==> src/sharpen_conv3x3_zero_pad_top_defines.svh <==
// Assertion macros used by the sharpen filter top level.
`ifndef SHARPEN_CONV3X3_ZERO_PAD_TOP_DEFINES_SVH
`define SHARPEN_CONV3X3_ZERO_PAD_TOP_DEFINES_SVH

// Check a property on the rising clock edge, quiet while reset is asserted.
`define SHC_ASSERT(lbl, clk, rst_n, prop, msg) \
  lbl: assert property (@(posedge clk) disable iff (!rst_n) prop) else $error(msg);

// Check an implication whose consequent is checked in the cycle after the antecedent.
`define SHC_ASSERT_NEXT(lbl, clk, rst_n, ante, cons, msg) \
  lbl: assert property (@(posedge clk) disable iff (!rst_n) (ante) |=> (cons)) else $error(msg);

`endif

==> src/shconv_pkg.sv <==
`timescale 1ns / 1ps

package shconv_pkg;

  localparam int unsigned Rows    = 32;
  localparam int unsigned Cols    = 32;
  localparam int unsigned RowW    = $clog2(Rows);
  localparam int unsigned ColW    = $clog2(Cols);
  localparam int unsigned PixW    = 8;
  localparam int unsigned LineLen = 2 * Cols + 1;
  localparam int unsigned SumW    = PixW + 4;

  localparam int unsigned KernCenter = 5;
  localparam int unsigned PixMax     = 255;

  typedef struct packed {
    logic [PixW-1:0] n;
    logic [PixW-1:0] w;
    logic [PixW-1:0] c;
    logic [PixW-1:0] e;
    logic [PixW-1:0] s;
  } win_t;

  typedef struct packed {
    logic top;
    logic bottom;
    logic left;
    logic right;
  } border_t;

  typedef enum logic {
    ST_RUN,
    ST_FLUSH
  } state_e;

endpackage

==> src/shconv_line.sv <==
`timescale 1ns / 1ps

module shconv_line (
  input  logic                         clk_i,
  input  logic                         shift_i,
  input  logic [shconv_pkg::PixW-1:0]  pix_i,
  output shconv_pkg::win_t             taps_o
);

  logic [shconv_pkg::PixW-1:0] line_q [shconv_pkg::LineLen];

  always_ff @(posedge clk_i) begin
    if (shift_i) begin
      line_q[0] <= pix_i;
      for (int i = 1; i < int'(shconv_pkg::LineLen); i++) begin
        line_q[i] <= line_q[i-1];
      end
    end
  end

  assign taps_o.s = line_q[0];
  assign taps_o.e = line_q[shconv_pkg::Cols-1];
  assign taps_o.c = line_q[shconv_pkg::Cols];
  assign taps_o.w = line_q[shconv_pkg::Cols+1];
  assign taps_o.n = line_q[2*shconv_pkg::Cols];

endmodule

==> src/shconv_kernel.sv <==
`timescale 1ns / 1ps

module shconv_kernel (
  input  shconv_pkg::win_t             win_i,
  input  shconv_pkg::border_t          border_i,
  output logic [shconv_pkg::PixW-1:0]  pix_o
);

  logic [shconv_pkg::PixW-1:0]        n_v, s_v, w_v, e_v;
  logic [shconv_pkg::SumW-1:0]        pos_v, neg_v;
  logic signed [shconv_pkg::SumW:0]   diff_v;

  always_comb begin
    // zero the neighbors that fall outside the frame
    n_v = border_i.top    ? '0 : win_i.n;
    s_v = border_i.bottom ? '0 : win_i.s;
    w_v = border_i.left   ? '0 : win_i.w;
    e_v = border_i.right  ? '0 : win_i.e;

    pos_v = shconv_pkg::SumW'(win_i.c) * shconv_pkg::SumW'(shconv_pkg::KernCenter);
    neg_v = shconv_pkg::SumW'(n_v) + shconv_pkg::SumW'(s_v)
          + shconv_pkg::SumW'(w_v) + shconv_pkg::SumW'(e_v);
    diff_v = $signed({1'b0, pos_v}) - $signed({1'b0, neg_v});

    priority if (diff_v < 0) begin
      pix_o = '0;
    end else if (diff_v > $signed((shconv_pkg::SumW+1)'(shconv_pkg::PixMax))) begin
      pix_o = shconv_pkg::PixW'(shconv_pkg::PixMax);
    end else begin
      pix_o = diff_v[shconv_pkg::PixW-1:0];
    end
  end

endmodule

==> src/sharpen_conv3x3_zero_pad_top.sv <==
`timescale 1ns / 1ps
// Ordering: output pixel o is loaded into the result register when input o+COLS+1
//   is accepted; the final input of a frame starts a flush of COLS+1 more results.
// Throughput: one pixel per cycle in both directions while out_ready_i is held high;
//   input is held off during the flush.
// Reset: asynchronous, active low; clears counters, flush state and output valid.
`include "sharpen_conv3x3_zero_pad_top_defines.svh"

module sharpen_conv3x3_zero_pad_top (
  input  logic                         clk_i,
  input  logic                         rst_ni,
  input  logic                         in_valid_i,
  output logic                         in_ready_o,
  input  logic [shconv_pkg::PixW-1:0]  pixel_in_i,
  output logic                         out_valid_o,
  input  logic                         out_ready_i,
  output logic [shconv_pkg::PixW-1:0]  pixel_out_o,
  output logic                         frame_end_o
);

  shconv_pkg::state_e state_q, state_d;

  logic [shconv_pkg::RowW-1:0] in_row_q, in_row_d, out_row_q, out_row_d;
  logic [shconv_pkg::ColW-1:0] in_col_q, in_col_d, out_col_q, out_col_d;

  logic out_valid_q, out_valid_d;
  logic [shconv_pkg::PixW-1:0] pixel_out_q;
  logic frame_end_q;

  logic advance, in_fire, flush_step, emit, shift_en, past_lead, last_in, last_out;
  logic [shconv_pkg::PixW-1:0] shift_pix, result_pix;
  shconv_pkg::win_t    taps;
  shconv_pkg::border_t border;

  assign advance   = !out_valid_q || out_ready_i;
  assign last_in   = (in_row_q == shconv_pkg::RowW'(shconv_pkg::Rows-1))
                  && (in_col_q == shconv_pkg::ColW'(shconv_pkg::Cols-1));
  assign last_out  = (out_row_q == shconv_pkg::RowW'(shconv_pkg::Rows-1))
                  && (out_col_q == shconv_pkg::ColW'(shconv_pkg::Cols-1));
  assign past_lead = (in_row_q >= shconv_pkg::RowW'(2))
                  || ((in_row_q == shconv_pkg::RowW'(1)) && (in_col_q != '0));

  always_comb begin
    state_d = state_q;
    unique case (state_q)
      shconv_pkg::ST_RUN: begin
        if (in_fire && last_in) begin
          state_d = shconv_pkg::ST_FLUSH;
        end
      end
      shconv_pkg::ST_FLUSH: begin
        if (flush_step && last_out) begin
          state_d = shconv_pkg::ST_RUN;
        end
      end
      default: state_d = shconv_pkg::ST_RUN;
    endcase
  end

  always_comb begin
    in_ready_o = 1'b0;
    flush_step = 1'b0;
    unique case (state_q)
      shconv_pkg::ST_RUN:   in_ready_o = advance;
      shconv_pkg::ST_FLUSH: flush_step = advance;
      default: begin
        in_ready_o = 1'b0;
        flush_step = 1'b0;
      end
    endcase
  end

  assign in_fire   = in_valid_i && in_ready_o;
  assign emit      = (in_fire && past_lead) || flush_step;
  assign shift_en  = in_fire || flush_step;
  assign shift_pix = in_fire ? pixel_in_i : '0;

  assign border.top    = (out_row_q == '0);
  assign border.bottom = (out_row_q == shconv_pkg::RowW'(shconv_pkg::Rows-1));
  assign border.left   = (out_col_q == '0);
  assign border.right  = (out_col_q == shconv_pkg::ColW'(shconv_pkg::Cols-1));

  shconv_line u_line (
    .clk_i   (clk_i),
    .shift_i (shift_en),
    .pix_i   (shift_pix),
    .taps_o  (taps)
  );

  shconv_kernel u_kernel (
    .win_i    (taps),
    .border_i (border),
    .pix_o    (result_pix)
  );

  always_comb begin
    in_row_d = in_row_q;
    in_col_d = in_col_q;
    if (in_fire) begin
      priority if (last_in) begin
        in_row_d = '0;
        in_col_d = '0;
      end else if (in_col_q == shconv_pkg::ColW'(shconv_pkg::Cols-1)) begin
        in_row_d = in_row_q + shconv_pkg::RowW'(1);
        in_col_d = '0;
      end else begin
        in_col_d = in_col_q + shconv_pkg::ColW'(1);
      end
    end
  end

  always_comb begin
    out_row_d = out_row_q;
    out_col_d = out_col_q;
    if (emit) begin
      priority if (last_out) begin
        out_row_d = '0;
        out_col_d = '0;
      end else if (out_col_q == shconv_pkg::ColW'(shconv_pkg::Cols-1)) begin
        out_row_d = out_row_q + shconv_pkg::RowW'(1);
        out_col_d = '0;
      end else begin
        out_col_d = out_col_q + shconv_pkg::ColW'(1);
      end
    end
  end

  assign out_valid_d = advance ? emit : out_valid_q;

  always_ff @(posedge clk_i or negedge rst_ni) begin
    if (!rst_ni) begin
      state_q     <= shconv_pkg::ST_RUN;
      in_row_q    <= '0;
      in_col_q    <= '0;
      out_row_q   <= '0;
      out_col_q   <= '0;
      out_valid_q <= 1'b0;
    end else begin
      state_q     <= state_d;
      in_row_q    <= in_row_d;
      in_col_q    <= in_col_d;
      out_row_q   <= out_row_d;
      out_col_q   <= out_col_d;
      out_valid_q <= out_valid_d;
    end
  end

  always_ff @(posedge clk_i) begin
    if (emit) begin
      pixel_out_q <= result_pix;
      frame_end_q <= last_out;
    end
  end

  assign out_valid_o = out_valid_q;
  assign pixel_out_o = pixel_out_q;
  assign frame_end_o = frame_end_q;

  `SHC_ASSERT(a_no_input_in_flush, clk_i, rst_ni, (state_q == shconv_pkg::ST_FLUSH) |-> !in_ready_o, "input accepted during flush")
  `SHC_ASSERT_NEXT(a_last_in_flush, clk_i, rst_ni, in_fire && last_in, state_q == shconv_pkg::ST_FLUSH, "last input did not start flush")
  `SHC_ASSERT_NEXT(a_frame_end_idle, clk_i, rst_ni, emit && last_out, (state_q == shconv_pkg::ST_RUN) && (in_row_q == '0) && (in_col_q == '0) && (out_row_q == '0) && (out_col_q == '0), "counters not cleared after frame end")

endmodule
==> config.mk <==
export PLATFORM = sky130hd
export DESIGN_NAME = sharpen_conv3x3_zero_pad_top
export DESIGN_NICKNAME = d
export VERILOG_FILES = /design/src/shconv_pkg.sv /design/src/shconv_line.sv /design/src/shconv_kernel.sv /design/src/sharpen_conv3x3_zero_pad_top.sv
export VERILOG_INCLUDE_DIRS = /design/src /design/src/src
export SDC_FILE = /design/constraint.sdc
export NUM_CORES = 1
export LEC_CHECK = 0
export ABC_CLOCK_PERIOD_IN_PS = 43700
export BUFFER_PORTS_ARGS = -buffer_cell sky130_fd_sc_hd__buf_2
export CAP_MARGIN = 10
export CORE_UTILIZATION = 50
export DETAILED_ROUTE_END_ITERATION = 8
export HOLD_SLACK_MARGIN = 0.05
export PLACE_DENSITY = 0.66
export SYNTH_ARGS = -nofsm -noshare
export SYNTH_HDL_FRONTEND = slang
export SYNTH_SLANG_ARGS = --single-unit
==> constraint.sdc <==
create_clock -name clk_i -period 43.7 [get_ports clk_i]
set_input_delay 8.74 -clock clk_i [delete_from_list [all_inputs] [get_ports clk_i]]
set_output_delay 8.74 -clock clk_i [all_outputs]
set_load 0.1 [all_outputs]
# ---- Word level (Yosys, flattened, before mapping)
# Memory sizes are Yosys's and may differ from the RTL's.
# Index checks and enable logic that the tools add are counted.
dict set report totals {
  ff_bits 31
  ramBits 520
  input_bits 12
  memories 1
}
dict set report op_classes {
  addsub 8
  mul 1
  order_cmp 3
  eq_ne 5
  n_mux 21
  bitwise_logic 1
  reduce_logical 19
}
# name words word_bits read_ports rd_clocked_by_memory_dff write_ports line
set mem_list {}
lappend mem_list {u_line.line_q 65 8 65 0 65 shconv_line.sv:10} ;# logic [shconv_pkg::PixW-1:0] line_q [shconv_pkg::LineLen];
# operator count
set op_table {}
lappend op_table {{$mux W8} 6}
lappend op_table {{$mux W5} 8}
lappend op_table {{$add A12 B8 Y12} 2}
lappend op_table {{$add A5 B1 Y5 const B} 4}
lappend op_table {{$eq A5 B5 Y1 const B} 4}
lappend op_table {{$gt A13 B9 Y1 const B} 1}
lappend op_table {{$lt A13 B1 Y1 const B} 1}
lappend op_table {{$sub A11 B12 Y13} 1}
lappend op_table {{$mul A8 B3 Y11 const B} 1}
lappend op_table {{$logic_not A5 Y1} 2}
lappend op_table {{$add A8 B8 Y9} 1}
lappend op_table {{$logic_and A1 B1 Y1} 7}
lappend op_table {{$mux W1} 6}
lappend op_table {{$eq A5 B1 Y1 const B} 1}
lappend op_table {{$ge A5 B2 Y1 const B} 1}
lappend op_table {{$reduce_bool A5 Y1} 1}
lappend op_table {{$logic_or A1 B1 Y1} 4}
lappend op_table {{$reduce_and A2 Y1} 2}
lappend op_table {{$reduce_bool A2 Y1} 2}
lappend op_table {{$pmux W1 S2} 1}
lappend op_table {{$logic_not A1 Y1} 1}
lappend op_table {{$not A1 Y1} 1}

# ---- Longest topological paths before layout
dict set report depth {
  ltp_word 8
  mapped_depth 32
  depth_no_buf 31
}

# ---- By module
# From an unflattened synthesis, not the netlist that was laid out.
dict set report hier_totals {
  cells_unflattened 909
  hier_area_um2 19229.7
}
# mod instances cells_each area_per_inst_um2 seq_area_each_um2
set by_module_without_submodules {}
lappend by_module_without_submodules {shconv_line 1 560 15915.3 15615.0}
lappend by_module_without_submodules {shconv_kernel 1 199 1686.6 0.0}
lappend by_module_without_submodules {sharpen_conv3x3_zero_pad_top 1 150 1627.8 820.8}

# ---- Least setup slack after synthesis
# No wires, ideal clock.
dict set report synth_path {
  path_type {input -> register}
  start {input port in_valid_i}
  end {memory u_line.line_q[0][0] (netlist bit), enable pin}
  setup_time_ns 1.425
  arrival_ns 30.458
  slack_ns 11.817
  path_stages 2
  path_buffers 0
  cell_sequence {nor2_1 > nor2_1}
}
# element line
set synth_lines {}
lappend synth_lines {{from (decl)} sharpen_conv3x3_zero_pad_top.sv:12} ;# input logic in_valid_i,
lappend synth_lines {{to (decl)} shconv_line.sv:10}

# ---- Worst setup path after layout
dict set report layout_path {
  start {input port out_ready_i}
  end {output port in_ready_o}
}
dict set report layout_via {
  elab_chain_cells 2
}
# element line
set layout_lines {}
lappend layout_lines {{from (decl)} sharpen_conv3x3_zero_pad_top.sv:16} ;# input logic out_ready_i,
lappend layout_lines {{$logic_or A1 B1 Y1} sharpen_conv3x3_zero_pad_top.sv:35} ;# assign advance = !out_valid_q || out_ready_i;
lappend layout_lines {{$mux W1} sharpen_conv3x3_zero_pad_top.sv:63} ;# unique case (state_q)
lappend layout_lines {{to (decl)} sharpen_conv3x3_zero_pad_top.sv:13} ;# output logic in_ready_o,
# Every way passes these cells.

==> results.py <==
metrics = {
    "detailed_routing": {
        "dr_total_vias": 7664,
        "drc": 0,
        "ant_nets": 0,
        "routedWlPerCell_um": 15.77,
        "drt_first_pass_iters": 4,
        "totalWireLength_um": 24350,
        "drt_iter0_drc": 520,
        "avgViaCountPerCell": 4.964,
    },
    "setup_path": {
        "crit_type": "in2out",
        "r2r-start": "out_row_q[0]",
        "worstPathRequired_ps": 34960,
        "crit_arrival_ps": 9580,
        "crit_path_end_kind": "output pin",
        "cp-start-kind": "input pin",
        "reg2reg_depth": 27,
        "startpoint": "out_ready_i",
        "critPathMaxFanout": 5,
    },
    "floorplanning": {
        "start_util_pct": 50.79,
        "row_count": 71,
        "dieArea_sq_um": 39050,
        "die_h_um": 197.6,
        "core_area_sq_um": 37670,
        "die_w_um": 197.6,
        "ios": 23,
    },
    "cts": {
        "cts_resized": 0,
        "cts_hold_buf": 0,
        "cts_tree": "yes",
        "cts_buffers": 50,
        "ctsLongestPathBuffers": 3,
        "cts_sinks": 551,
        "cts_setup_buffers": 0,
        "clockRootBuffer": "clkbuf_16",
        "cts_max_level": 2,
        "clk_latency_ps": 560,
        "clkTransAtPathRegs_ps": 60,
    },
    "grt": {
        "grt_pass1_wl_um": 39150,
        "grt_overflow_total": 0,
        "antenna_found_initial": 0,
        "grt_use_total_pct": 12.92,
        "grt_max_degree": 215,
        "first_global_vias": 7526,
    },
    "synthesis": {
        "yosys_register_bits": 551,
        "ys_types": 49,
        "ys_seq_area_share_pct": 85.92,
        "synth_edf_count": 529,
        "synth_top_flop_cell": "edfxtp_1",
        "synth_area_sq_um": 19130,
        "syn_inst": 919,
        "synth_nets": 1000,
        "synthArstFlopShare_pct": 3.993,
        "ys.warnings.count": 0,
        "avgSynthCellArea_sq_um": 20.82,
    },
    "placement": {
        "portBuffers": 22,
        "place_congestion": 0.7476,
        "hpwl_um": 13060,
    },
    "sta": {
        "skew_ps": 16.18,
        "slew_headroom_pct": 19.48,
        "hold_ws_ps": 413.6,
        "fmax_ghz": 0.05458,
        "worstMarginPinSlew_ps": 1208,
        "slew_violations": 0,
        "tns_ps": 0,
        "finalSetupViolations": 0,
        "rsz0062_at_grt": "false",
        "hold_viol": 0,
        "period_needed_ps": 18320,
        "fin_crit_sh_pct": 41.93,
    },
    "job": {
        "cap_viol_max_count": 0,
    },
    "status": {
        "status": "finished, final reports clean",
    },
    "final_layout": {
        "area_delta_synth_final_pct": 12.57,
        "final_common_cell": "edfxtp_1",
        "drive_above_1_share_pct": 10.55,
        "num_antenna_cells": 0,
        "layout_common_cells": "edfxtp_1, inv_1, ha_1",
        "nets": 1076,
    },
    "worst_hold_path": {
        "hold_path_class": "reg2reg",
        "min_path_cells": 0,
        "worstHoldStart": "u_line.line_q[0][107]",
    },
}
==> per-layer routing <==
metal | GRT usage, % | vias up | part of all wire [%]
li1 | - | 3633 | -
met1 | 20.59 | 3851 | 51
met2 | 17.28 | 134 | 41
met3 | 3.261 | 46 | 5.2
met4 | 4.307 | 0 | 2.3
met5 | 0 | - | 0
==> metrics by stage <==
stage / instance area (sq um) / worst slack, ps / util [%] / cells
after floorplan: 19130 / 11820 / - / 919
after global placement: 19930 / 25390 / 52.92 / 1454
after detailed placement: 19930 / 25350 / 52.92 / 1454
after CTS: 21530 / 25360 / 57.17 / 1544
after global routing: 21530 / 25280 / 57.17 / 1544
final: 21530 / 25380 / 57.17 / 1544
==> layout make-up <==
class | count | area (sq um)
clock buffer | 60 | 1289
clock inverter | 30 | 312.8
fill | 2834 | 16130
inverter | 69 | 259.0
multi-input combinational | 294 | 2424
sequential | 551 | 16440
tap | 511 | 639.4
timing repair buffer | 29 | 175.2
==> Yosys cell counts (all sizes together) (2+ instances only) <==
library cell  number  area share (%)
mux2               4            0.24
and2              10            0.33
nand3b             3            0.12
ha                51             3.3
o21a               2           0.078
xnor2             10            0.46
nor2b             17            0.56
nand2             25            0.49
o211ai             5            0.22
nor3               8            0.21
a2111oi            5            0.24
xor2               7            0.32
nand2b            17            0.56
a211oi             3            0.12
o211a              2            0.10
mux2i              2            0.10
a21o              10            0.39
a21oi             17            0.44
o2bb2ai            4            0.18
inv               69             1.4
and3               6            0.20
nand3              4            0.10
nor2              20            0.41
o21ai             27            0.71
fa                18             1.9
edfxtp           529              83
clkbuf             5           0.098
dfrtp             22             2.9
==> cells by family (layout without fill, tap and decap cells) <==
logic type | Yosys count | after routing | share of synthesized area, %
AOI/OAI and AO/OA | 86 | 86 | 3.087
muxes | 6 | 6 | 0.3401
and+or+nand+nor | 116 | 116 | 3.205
DFF | 551 | 551 | 85.92
adders and majority gates | 69 | 69 | 5.219
xor gates and xnor gates | 17 | 17 | 0.7783
buffers and inverters | 74 | 188 | 1.452
==> sequential cells by signal (all words and copies together) (netlist names) <==
name,count
pixel_out_o,8
in_col_q,5
out_valid_o,1
out_col_q,5
in_row_q,5
u_line.line_q,520
out_row_q,5
frame_end_o,1
state_q,1
==> critical path, cell delays in order <==
cell and delay (ps):
buf_2 100, nor2b_1 310, nor2_1 120, buf_2 310
==> worst paths after layout <==
check | slack [ps] | endpoint
setup / recovery | 25380 | in_ready_o
hold / removal | 410 | u_line.line_q[0][115]
setup reg to reg | 36530 | pixel_out_o[1]
hold reg to reg | 410 | u_line.line_q[0][115]
max in group asynchronous | 35180 | out_row_q[2]
min in group asynchronous | 8160 | out_valid_o
Power is left out: the tool's default activity adds up to more than one toggle a clock period on the data nets, which glitch-free logic cannot reach.
